## src/design/clpu_pkg.sv

```systemverilog
// Shared types and constants of the command class list parser.
// No dependencies; imported by every module of the block.
package clpu_pkg;

	localparam int BYTE_W             = 8;
	localparam int ID_W               = 16;
	localparam int COUNT_W            = 7;
	localparam int CFG_INDEX_W        = 1;
	localparam int DEF_MAX_LIST_BYTES = 64;
	localparam int DEF_QUEUE_DEPTH    = 4;

	localparam logic [COUNT_W-1:0] COUNT_MAX = 7'd127;

	localparam logic [BYTE_W-1:0] MARK_RESET = 8'd239;
	localparam logic [BYTE_W-1:0] EXT_RESET  = 8'd241;

	localparam logic [CFG_INDEX_W-1:0] REG_CONTROL_MARK   = 1'b0;
	localparam logic [CFG_INDEX_W-1:0] REG_EXTENDED_START = 1'b1;

	localparam logic KIND_ID        = 1'b0;
	localparam logic KIND_SUMMARY   = 1'b1;
	localparam logic TAG_SUPPORTED  = 1'b0;
	localparam logic TAG_CONTROLLED = 1'b1;

	typedef enum logic [2:0] {
		PH_SUPPORTED  = 3'b001,
		PH_CONTROLLED = 3'b010,
		PH_DONE       = 3'b100
	} clpu_phase_t;

	// Work record passed from the front to the back: up to two results.
	typedef struct packed {
		logic               has_id;
		logic [ID_W-1:0]    id;
		logic               tag;
		logic               has_sum;
		logic [COUNT_W-1:0] sup;
		logic [COUNT_W-1:0] ctl;
	} clpu_rec_t;

endpackage

```

## src/design/command_class_list_parser_unit.sv

```systemverilog
// Command class list parser: one frame byte per cycle in while not full, class
// identifiers out. A byte's record passes the queue, then the output register.
// Throughput: one byte per cycle in while not full; one result per cycle out
// while popped, so a byte that ends a frame with an identifier takes two pops.
// Reset (arst_n low, asynchronous): queue and list state clear, the mark register
// returns to 239 and the extended start register to 241. Depends on clpu_pkg.
module command_class_list_parser_unit #(
	parameter int MAX_LIST_BYTES = clpu_pkg::DEF_MAX_LIST_BYTES,
	parameter int QUEUE_DEPTH    = clpu_pkg::DEF_QUEUE_DEPTH
) (
	input  logic                              clk,
	input  logic                              arst_n,
	// byte side
	input  logic                              push,
	output logic                              full,
	input  logic [clpu_pkg::BYTE_W-1:0]       frame_byte,
	input  logic                              frame_end,
	// result side
	output logic                              empty,
	input  logic                              pop,
	output logic                              result_kind,
	output logic [clpu_pkg::ID_W-1:0]         class_id,
	output logic                              list_tag,
	output logic [clpu_pkg::COUNT_W-1:0]      supported_total,
	output logic [clpu_pkg::COUNT_W-1:0]      controlled_total,
	output logic                              run_last,
	// configuration writes
	input  logic                              write_en,
	input  logic [clpu_pkg::CFG_INDEX_W-1:0]  reg_index,
	input  logic [clpu_pkg::BYTE_W-1:0]       write_data
);
	import clpu_pkg::*;

	clpu_rec_t front_rec, queue_rec;
	logic      accept, front_valid, queue_empty, queue_pop;

	// A byte transaction completes whenever the queue has room; the front
	// classifies it in the same cycle and drops a record into the queue only
	// when the byte yields an identifier or closes the frame.
	assign accept = push && !full;

	clpu_front #(
		.MAX_LIST_BYTES (MAX_LIST_BYTES)
	) u_front (
		.clk        (clk),
		.arst_n     (arst_n),
		.accept     (accept),
		.frame_byte (frame_byte),
		.frame_end  (frame_end),
		.write_en   (write_en),
		.reg_index  (reg_index),
		.write_data (write_data),
		.rec_valid  (front_valid),
		.rec        (front_rec)
	);

	// Decouple classification from result delivery so that a stalled
	// consumer does not stop bytes until the queue fills.
	clpu_fifo #(
		.DEPTH (QUEUE_DEPTH)
	) u_fifo (
		.clk     (clk),
		.arst_n  (arst_n),
		.wr_en   (front_valid),
		.wr_data (front_rec),
		.rd_en   (queue_pop),
		.rd_data (queue_rec),
		.full    (full),
		.empty   (queue_empty)
	);

	// Hold the current record in the output register and advance through
	// its identifier and summary results as they are popped.
	clpu_back u_back (
		.clk              (clk),
		.arst_n           (arst_n),
		.rec              (queue_rec),
		.rec_empty        (queue_empty),
		.rec_pop          (queue_pop),
		.empty            (empty),
		.pop              (pop),
		.result_kind      (result_kind),
		.class_id         (class_id),
		.list_tag         (list_tag),
		.supported_total  (supported_total),
		.controlled_total (controlled_total),
		.run_last         (run_last)
	);

endmodule

```

## src/design/clpu_front.sv

```systemverilog
// Front end: classifies each frame byte, keeps list state and config registers.
// Depends on clpu_pkg.
module clpu_front #(
	parameter int MAX_LIST_BYTES = clpu_pkg::DEF_MAX_LIST_BYTES
) (
	input  logic                              clk,
	input  logic                              arst_n,
	input  logic                              accept,
	input  logic [clpu_pkg::BYTE_W-1:0]       frame_byte,
	input  logic                              frame_end,
	input  logic                              write_en,
	input  logic [clpu_pkg::CFG_INDEX_W-1:0]  reg_index,
	input  logic [clpu_pkg::BYTE_W-1:0]       write_data,
	output logic                              rec_valid,
	output clpu_pkg::clpu_rec_t               rec
);
	import clpu_pkg::*;

	localparam int BW = $clog2(MAX_LIST_BYTES + 2);

	logic [BYTE_W-1:0]  mark_q, ext_q, held_q, held_n;
	clpu_phase_t        phase_q, phase_n;
	logic               pending_q, pending_n;
	logic [BW-1:0]      nbytes_q, nbytes_n;
	logic [COUNT_W-1:0] sup_q, sup_n, ctl_q, ctl_n;
	logic               take;
	logic [ID_W-1:0]    id;

	always_comb begin
		phase_n   = phase_q;
		held_n    = held_q;
		pending_n = pending_q;
		nbytes_n  = nbytes_q;
		sup_n     = sup_q;
		ctl_n     = ctl_q;
		take      = 1'b0;
		id        = '0;
		if (phase_q != PH_DONE) begin
			if (pending_q) begin
				take      = 1'b1;
				id        = {held_q, frame_byte};
				nbytes_n  = nbytes_q + BW'(1);
				pending_n = 1'b0;
				held_n    = '0;
			end else if (frame_byte == mark_q) begin
				phase_n  = (phase_q == PH_SUPPORTED) ? PH_CONTROLLED : PH_DONE;
				nbytes_n = '0;
			end else if (frame_byte >= ext_q) begin
				// lone extended byte at frame end is dropped
				if (!frame_end) begin
					held_n    = frame_byte;
					pending_n = 1'b1;
					nbytes_n  = nbytes_q + BW'(1);
				end
			end else begin
				take     = 1'b1;
				id       = {{(ID_W-BYTE_W){1'b0}}, frame_byte};
				nbytes_n = nbytes_q + BW'(1);
			end
		end
		if (take) begin
			if (phase_q == PH_SUPPORTED) begin
				if (sup_q != COUNT_MAX) sup_n = sup_q + COUNT_W'(1);
			end else begin
				if (ctl_q != COUNT_MAX) ctl_n = ctl_q + COUNT_W'(1);
			end
			if (nbytes_n >= BW'(MAX_LIST_BYTES)) begin
				phase_n  = (phase_q == PH_SUPPORTED) ? PH_CONTROLLED : PH_DONE;
				nbytes_n = '0;
			end
		end
	end

	assign rec.has_id  = take;
	assign rec.id      = id;
	assign rec.tag     = (phase_q == PH_CONTROLLED) ? TAG_CONTROLLED : TAG_SUPPORTED;
	assign rec.has_sum = frame_end;
	assign rec.sup     = sup_n;
	assign rec.ctl     = ctl_n;
	assign rec_valid   = accept && (take || frame_end);

	always_ff @(posedge clk or negedge arst_n) begin
		if (!arst_n) begin
			phase_q   <= PH_SUPPORTED;
			held_q    <= '0;
			pending_q <= 1'b0;
			nbytes_q  <= '0;
			sup_q     <= '0;
			ctl_q     <= '0;
		end else if (accept) begin
			if (frame_end) begin
				phase_q   <= PH_SUPPORTED;
				held_q    <= '0;
				pending_q <= 1'b0;
				nbytes_q  <= '0;
				sup_q     <= '0;
				ctl_q     <= '0;
			end else begin
				phase_q   <= phase_n;
				held_q    <= held_n;
				pending_q <= pending_n;
				nbytes_q  <= nbytes_n;
				sup_q     <= sup_n;
				ctl_q     <= ctl_n;
			end
		end
	end

	always_ff @(posedge clk or negedge arst_n) begin
		if (!arst_n) begin
			mark_q <= MARK_RESET;
			ext_q  <= EXT_RESET;
		end else if (write_en) begin
			case (reg_index)
				REG_CONTROL_MARK:   mark_q <= write_data;
				REG_EXTENDED_START: ext_q  <= write_data;
				default:            ;
			endcase
		end
	end

endmodule

```

## src/design/clpu_fifo.sv

```systemverilog
// Short queue of work records between the front end and the result sequencer.
// Depends on clpu_pkg.
module clpu_fifo #(
	parameter int DEPTH = clpu_pkg::DEF_QUEUE_DEPTH
) (
	input  logic                 clk,
	input  logic                 arst_n,
	input  logic                 wr_en,
	input  clpu_pkg::clpu_rec_t  wr_data,
	input  logic                 rd_en,
	output clpu_pkg::clpu_rec_t  rd_data,
	output logic                 full,
	output logic                 empty
);
	import clpu_pkg::*;

	localparam int PW = (DEPTH > 1) ? $clog2(DEPTH) : 1;
	localparam int CW = $clog2(DEPTH + 1);

	clpu_rec_t     mem_q [DEPTH];
	logic [PW-1:0] wptr_q, rptr_q;
	logic [CW-1:0] count_q;
	logic          do_wr, do_rd;

	assign full    = (count_q == CW'(DEPTH));
	assign empty   = (count_q == '0);
	assign do_wr   = wr_en && !full;
	assign do_rd   = rd_en && !empty;
	assign rd_data = mem_q[rptr_q];

	always_ff @(posedge clk) begin
		if (do_wr) mem_q[wptr_q] <= wr_data;
	end

	always_ff @(posedge clk or negedge arst_n) begin
		if (!arst_n) begin
			wptr_q  <= '0;
			rptr_q  <= '0;
			count_q <= '0;
		end else begin
			if (do_wr) wptr_q <= (wptr_q == PW'(DEPTH - 1)) ? '0 : wptr_q + PW'(1);
			if (do_rd) rptr_q <= (rptr_q == PW'(DEPTH - 1)) ? '0 : rptr_q + PW'(1);
			if (do_wr && !do_rd)      count_q <= count_q + CW'(1);
			else if (do_rd && !do_wr) count_q <= count_q - CW'(1);
		end
	end

endmodule

```

## src/design/clpu_back.sv

```systemverilog
// Result sequencer: unpacks each work record into one or two results.
// Depends on clpu_pkg.
module clpu_back (
	input  logic                           clk,
	input  logic                           arst_n,
	input  clpu_pkg::clpu_rec_t            rec,
	input  logic                           rec_empty,
	output logic                           rec_pop,
	output logic                           empty,
	input  logic                           pop,
	output logic                           result_kind,
	output logic [clpu_pkg::ID_W-1:0]      class_id,
	output logic                           list_tag,
	output logic [clpu_pkg::COUNT_W-1:0]   supported_total,
	output logic [clpu_pkg::COUNT_W-1:0]   controlled_total,
	output logic                           run_last
);
	import clpu_pkg::*;

	clpu_rec_t cur_q;
	logic      valid_q, sum_q;
	logic      show_id, taken, finish;

	// Show the identifier first, then the summary of the same byte.
	assign show_id = cur_q.has_id && !sum_q;
	assign taken   = valid_q && pop;
	assign finish  = taken && !(show_id && cur_q.has_sum);
	assign rec_pop = (!valid_q || finish) && !rec_empty;

	assign empty            = !valid_q;
	assign result_kind      = show_id ? KIND_ID : KIND_SUMMARY;
	assign class_id         = show_id ? cur_q.id : '0;
	assign list_tag         = show_id ? cur_q.tag : TAG_SUPPORTED;
	assign supported_total  = show_id ? '0 : cur_q.sup;
	assign controlled_total = show_id ? '0 : cur_q.ctl;
	assign run_last         = show_id ? !cur_q.has_sum : 1'b1;

	always_ff @(posedge clk) begin
		if (rec_pop) cur_q <= rec;
	end

	always_ff @(posedge clk or negedge arst_n) begin
		if (!arst_n) begin
			valid_q <= 1'b0;
			sum_q   <= 1'b0;
		end else if (rec_pop) begin
			valid_q <= 1'b1;
			sum_q   <= 1'b0;
		end else if (finish) begin
			valid_q <= 1'b0;
			sum_q   <= 1'b0;
		end else if (taken) begin
			sum_q <= 1'b1;
		end
	end

endmodule

```

## config.mk

```make
export PLATFORM = sky130hd
export DESIGN_NAME = command_class_list_parser_unit
export DESIGN_NICKNAME = d
export VERILOG_FILES = /design/src/design/clpu_pkg.sv /design/src/design/command_class_list_parser_unit.sv /design/src/design/clpu_front.sv /design/src/design/clpu_fifo.sv /design/src/design/clpu_back.sv
export SDC_FILE = /design/constraint.sdc
export NUM_CORES = 1
export LEC_CHECK = 0
export ABC_AREA = 1
export BUFFER_PORTS_ARGS = -buffer_cell sky130_fd_sc_hd__buf_2
export CAP_MARGIN = 5
export CORE_UTILIZATION = 65
export CTS_CLUSTER_SIZE = 8
export DETAILED_ROUTE_END_ITERATION = 16
export GPL_ROUTABILITY_DRIVEN = 0
export GPL_TIMING_DRIVEN = 0
export PLACE_DENSITY = 0.94
export SETUP_SLACK_MARGIN = 0.2
export SYNTH_ARGS = -nofsm -noshare
export SYNTH_HDL_FRONTEND = slang
export SYNTH_SLANG_ARGS = --single-unit
```

## constraint.sdc

```tcl
create_clock -name clk -period 5.57 [get_ports clk]
set_input_delay 1.114 -clock clk [delete_from_list [all_inputs] [get_ports clk]]
set_output_delay 1.114 -clock clk [all_outputs]
set_load 0.01 [all_outputs]
```

==> flow_results.org <==
** Finish
- At the end of the flow, the number of nets in the layout was ~1100.
- After routing the design area is 0.0116 mm^2.
- Area overhead of the layout relative to synthesis :: 15.8%
- Antenna fix cells :: 0
- Ratio of cells with drive above 1 in the final layout :: 0.152
- Fill cells in the final layout number ~760.

** GRT
- For met2 alone, demand over resource in global routing was 0.571.
- GRT Resource Usage Total :: 0.337
- Grt met1 use :: 0.429
- Pin count of the biggest net entering global routing :: 59
- The global routing stage identified its most utilized layer as met2.
- The number of global-route vias before repair is ~8000.
- Global-route met3 utilization :: 0.0629
- Grt total ovfl :: 0
- First-pass GRT wire length :: slightly above 40 mm
- Number of antenna violations at the first check in global routing :: 0

** Clock tree
- The clock passes through at most 3 buffers.
- The number of clock buffers added by TritonCTS is 31.
- The clock net in this run drives a total of ~220 sinks.
- CTS HTree Levels :: 1
- Post-CTS resize count :: 0
- CTS tree :: done
- # Post-CTS Setup Buffers :: 0
- At the later pin of the worst-skew pair, clock insertion delay measures 550 ps.
- After clock tree synthesis, the clock-pin slew on the worst setup and hold paths is 50 ps.
- Number of hold-repair buffers added at the cts stage :: 0
- CTS root buffer :: sky130_fd_sc_hd__clkbuf_16

** STA
- Worst Slack Setup Final :: around 2200 ps
- The total count of max-transition violations in the final report is 0.
- Final Cycle Share :: 0.609
- Setup repair after global routing left no endpoint under its margin.
- Shortest period the worst path allows :: 3390 ps
- For the final routed database, the setup TNS stands at 0 ps.
- Derived from the worst setup path, the maximum achievable clock frequency is between 200 and 300 MHz.
- Setup violations remaining at the end of the flow were counted as 0.
- The final-report hold violation count was 0.
- Between clock sinks in the finished design, the worst skew comes to 22.8 ps.
- Worst-margin pin slew :: 943 ps
- The worst pin sits at a relative slew slack of 0.366.

** Setup path
- Beginning of the critical path :: u_back.sum_q
- The number of cells on the worst reg-to-reg path is 15.
- Data on the critical path is required at its endpoint by around 4500 ps.
- STA classifies the critical path endpoint as a primary output.
- The worst register-to-register path has a setup slack of about 2400 ps.
- STA puts the critical path data arrival time at around 2300 ps.
- The most critical setup path has its endpoint at class_id[1].
- By startpoint and endpoint, the worst setup path is classified as reg -> out.
- In this run the worst path has a maximum fanout of 10.
- Endpoint of the most critical register-to-register path :: u_fifo.count_q[1]
- The worst setup path is launched from a flip-flop.
- The worst register-to-register path begins at u_front.ext_q[7].

** Drt
- Post-detailed-route wirelength per cell :: between 20 and 25 um
- Iteration-0 DRC Markers :: between 1000 and 1500
- Drt total wl :: around 26 mm
- Detailed routing inserted a total of 7940 vias.
- The pre-antenna-repair detailed-routing pass consisted of 9 iterations.
- Dividing the detail-routed via count by the number of cells gives around 6.4.
- Final routed DRC violation total :: 0
- Antenna Violating Nets Remaining :: 0

** Power
- Power per Cell Area :: about 600 mW/mm^2
- Worst vdd rail ir drop :: approximately 0.00035 V
- Static Leakage :: about 4.8 nW

** Run
- Across the run, the number of max-cap violations was 0.

** Die
- Vert. Die Dim :: approximately 130 um
- Starting utilization of the core area :: 0.677
- Measured along the x axis, the die boundary spans 126 um.
- The die covers 0.0159 mm^2.
- Site Rows :: between 40 and 50
- Io pins :: 58
- In this run the standard cell core region covers around 0.015 mm^2.

** Synth
- The Yosys step of the flow raised 0 warnings.
- When the netlist entered floorplanning its net count stood at ~980.
- After synthesis the netlist holds a flip-flop and latch count of about 220.
- Summed instance area of the synthesized netlist :: between 0.009 and 0.01 mm^2
- Synth async-reset ratio :: 0.260
- Number of synthesized flops with an enable pin :: between 150 and 200
- The netlist uses 40 different library cells.
- For this run, the leading register cell type out of synthesis is sky130_fd_sc_hd__edfxtp_1.
- Synthesis produced 942 cells.
- A synthesized cell averages ~11 um^2.
- Portion of the post-synthesis area used by sequential elements :: 0.643

** Outcome
- The flow ran to the end, and the final reports show no timing, DRC or antenna violations.

** Hold path
- Hold Crit Class :: reg -> reg

** Place
- Setup slack at placement :: between 1500 and 2000 ps
- Total half-perimeter wirelength after legalization and detailed placement :: 14.5 mm
- IO buf count :: 57
- Summing all placed instances gives a cell area of about 0.011 mm^2.
==> state kept, by name, summed over array words and instances (netlist names) <==
signal,cells
u_back.cur_q,33
u_back.sum_q,1
u_back.valid_q,1
u_fifo.count_q,3
u_fifo.mem_q,132
u_fifo.rptr_q,2
u_fifo.wptr_q,2
u_front.ctl_q,7
u_front.ext_q,8
u_front.held_q,8
u_front.mark_q,8
u_front.nbytes_q,7
u_front.pending_q,1
u_front.phase_q,3
u_front.sup_q,7
==> logic make-up (layout without fill, tap and decap cells) <==
group           Yosys count  count (layout)  synth area share
fa+ha+maj                18              18            0.0233
buf+inv                 168             288            0.0654
simple gates            333             333             0.146
flops                   223             223             0.643
xor+xnor                 17              17            0.0149
mux                       1               1           0.00113
compound gates          182             182             0.106
==> per-layer routing <==
metal  part of all wire  wire length, um  vias to the layer above
met5                  0                0                        -
met3               0.12             3070                      152
met1               0.35             8960                     3659
met2               0.49            12800                      737
li1                   -                -                     3392
met4              0.044             1130                        0
==> worst min path at each step <==
stage / startpoint / endpoint / depth (start not counted)
floorplan: u_front.ext_q[1] / u_front.ext_q[1] / 2
global placement: u_front.ext_q[3] / u_front.ext_q[3] / 2
global route: u_front.mark_q[5] / u_front.mark_q[5] / 2
CTS: u_front.ext_q[2] / u_front.ext_q[2] / 2
detailed placement: u_front.ext_q[2] / u_front.ext_q[2] / 2
finish: u_front.ext_q[2] / u_front.ext_q[2] / 2
==> per-stage QoR <==
| stage | cells | utilization | hold slack (ps) | power (mW) |
|---|---|---|---|---|
| after global routing | 1246 | 0.784 | 520 | 7.19 |
| final | 1246 | 0.784 | 486 | 6.91 |
| after detailed placement | 1188 | 0.723 | 473 | 4.97 |
| after floorplan | 942 | - | 453 | 4.17 |
| after CTS | 1246 | 0.783 | 485 | 6.83 |
| after global placement | 1183 | 0.711 | 468 | 4.73 |
==> final cells by class <==
| class | count | area (um^2) | area share |
|---|---|---|---|
| Timing Repair Buffer | 62 | 418 | 0.0361 |
| Clock buffer | 57 | 873 | 0.0755 |
| Inverter | 135 | 509 | 0.0440 |
| Buffer | 33 | 144 | 0.0124 |
| Tap cell | 184 | 230 | 0.0199 |
| Multi-Input combinational cell | 551 | 2940 | 0.255 |
| Sequential cell | 223 | 6420 | 0.556 |
| Clock inverter | 1 | 20.0 | 0.00173 |
==> worst max-delay path, cell delays in order, from the launching register on <==
cell and delay [ps]:
sky130_fd_sc_hd__dfrtp_1 370, sky130_fd_sc_hd__nor2_1 330, sky130_fd_sc_hd__clkinv_1 320, sky130_fd_sc_hd__clkbuf_1 330
sky130_fd_sc_hd__nor2_1 210, sky130_fd_sc_hd__buf_2 170
==> cells in the final DEF (no fill, tap or decap), types with 6 or more instances in the layout <==
cell type and count:
sky130_fd_sc_hd__clkbuf_1 53, sky130_fd_sc_hd__inv_1 128, sky130_fd_sc_hd__o21ai_1 8, sky130_fd_sc_hd__nand3_1 30, sky130_fd_sc_hd__o21ai_2 9, sky130_fd_sc_hd__edfxtp_1 165
sky130_fd_sc_hd__o21ai_0 102, sky130_fd_sc_hd__xor2_1 13, sky130_fd_sc_hd__dfstp_2 13, sky130_fd_sc_hd__o22ai_2 6, sky130_fd_sc_hd__nand4_1 7, sky130_fd_sc_hd__a21oi_1 9
sky130_fd_sc_hd__nand2_1 132, sky130_fd_sc_hd__ha_1 17, sky130_fd_sc_hd__nor2_1 132, sky130_fd_sc_hd__nor2_4 8, sky130_fd_sc_hd__clkbuf_16 31, sky130_fd_sc_hd__dfrtp_1 45
sky130_fd_sc_hd__o22ai_1 42, sky130_fd_sc_hd__buf_2 60
==> cell usage after synthesis, types with 5 or more instances <==
| library cell | number | share of area |
|---|---|---|
| sky130_fd_sc_hd__o21ai_1 | 8 | 0.0040 |
| sky130_fd_sc_hd__xor2_1 | 13 | 0.011 |
| sky130_fd_sc_hd__inv_1 | 128 | 0.048 |
| sky130_fd_sc_hd__a21oi_1 | 9 | 0.0045 |
| sky130_fd_sc_hd__dfstp_2 | 13 | 0.034 |
| sky130_fd_sc_hd__dfrtp_1 | 45 | 0.11 |
| sky130_fd_sc_hd__nor3_1 | 5 | 0.0025 |
| sky130_fd_sc_hd__o22ai_1 | 42 | 0.026 |
| sky130_fd_sc_hd__inv_2 | 5 | 0.0019 |
| sky130_fd_sc_hd__nand2_1 | 132 | 0.050 |
| sky130_fd_sc_hd__clkbuf_1 | 27 | 0.010 |
| sky130_fd_sc_hd__edfxtp_1 | 165 | 0.50 |
| sky130_fd_sc_hd__ha_1 | 17 | 0.021 |
| sky130_fd_sc_hd__nand4_1 | 7 | 0.0044 |
| sky130_fd_sc_hd__nand3_1 | 30 | 0.015 |
| sky130_fd_sc_hd__o22ai_2 | 6 | 0.0075 |
| sky130_fd_sc_hd__o21ai_0 | 102 | 0.051 |
| sky130_fd_sc_hd__o21ai_2 | 9 | 0.0079 |
| sky130_fd_sc_hd__nor2_1 | 137 | 0.052 |
==> report_power, final <==
part           internal (mW)  leakage (nW)  switching, mW
logic                  0.742          2.14           1.71
clock network           1.04         0.423          0.687
registers               2.48          2.26          0.249
Power figures use the tool's default switching activity.
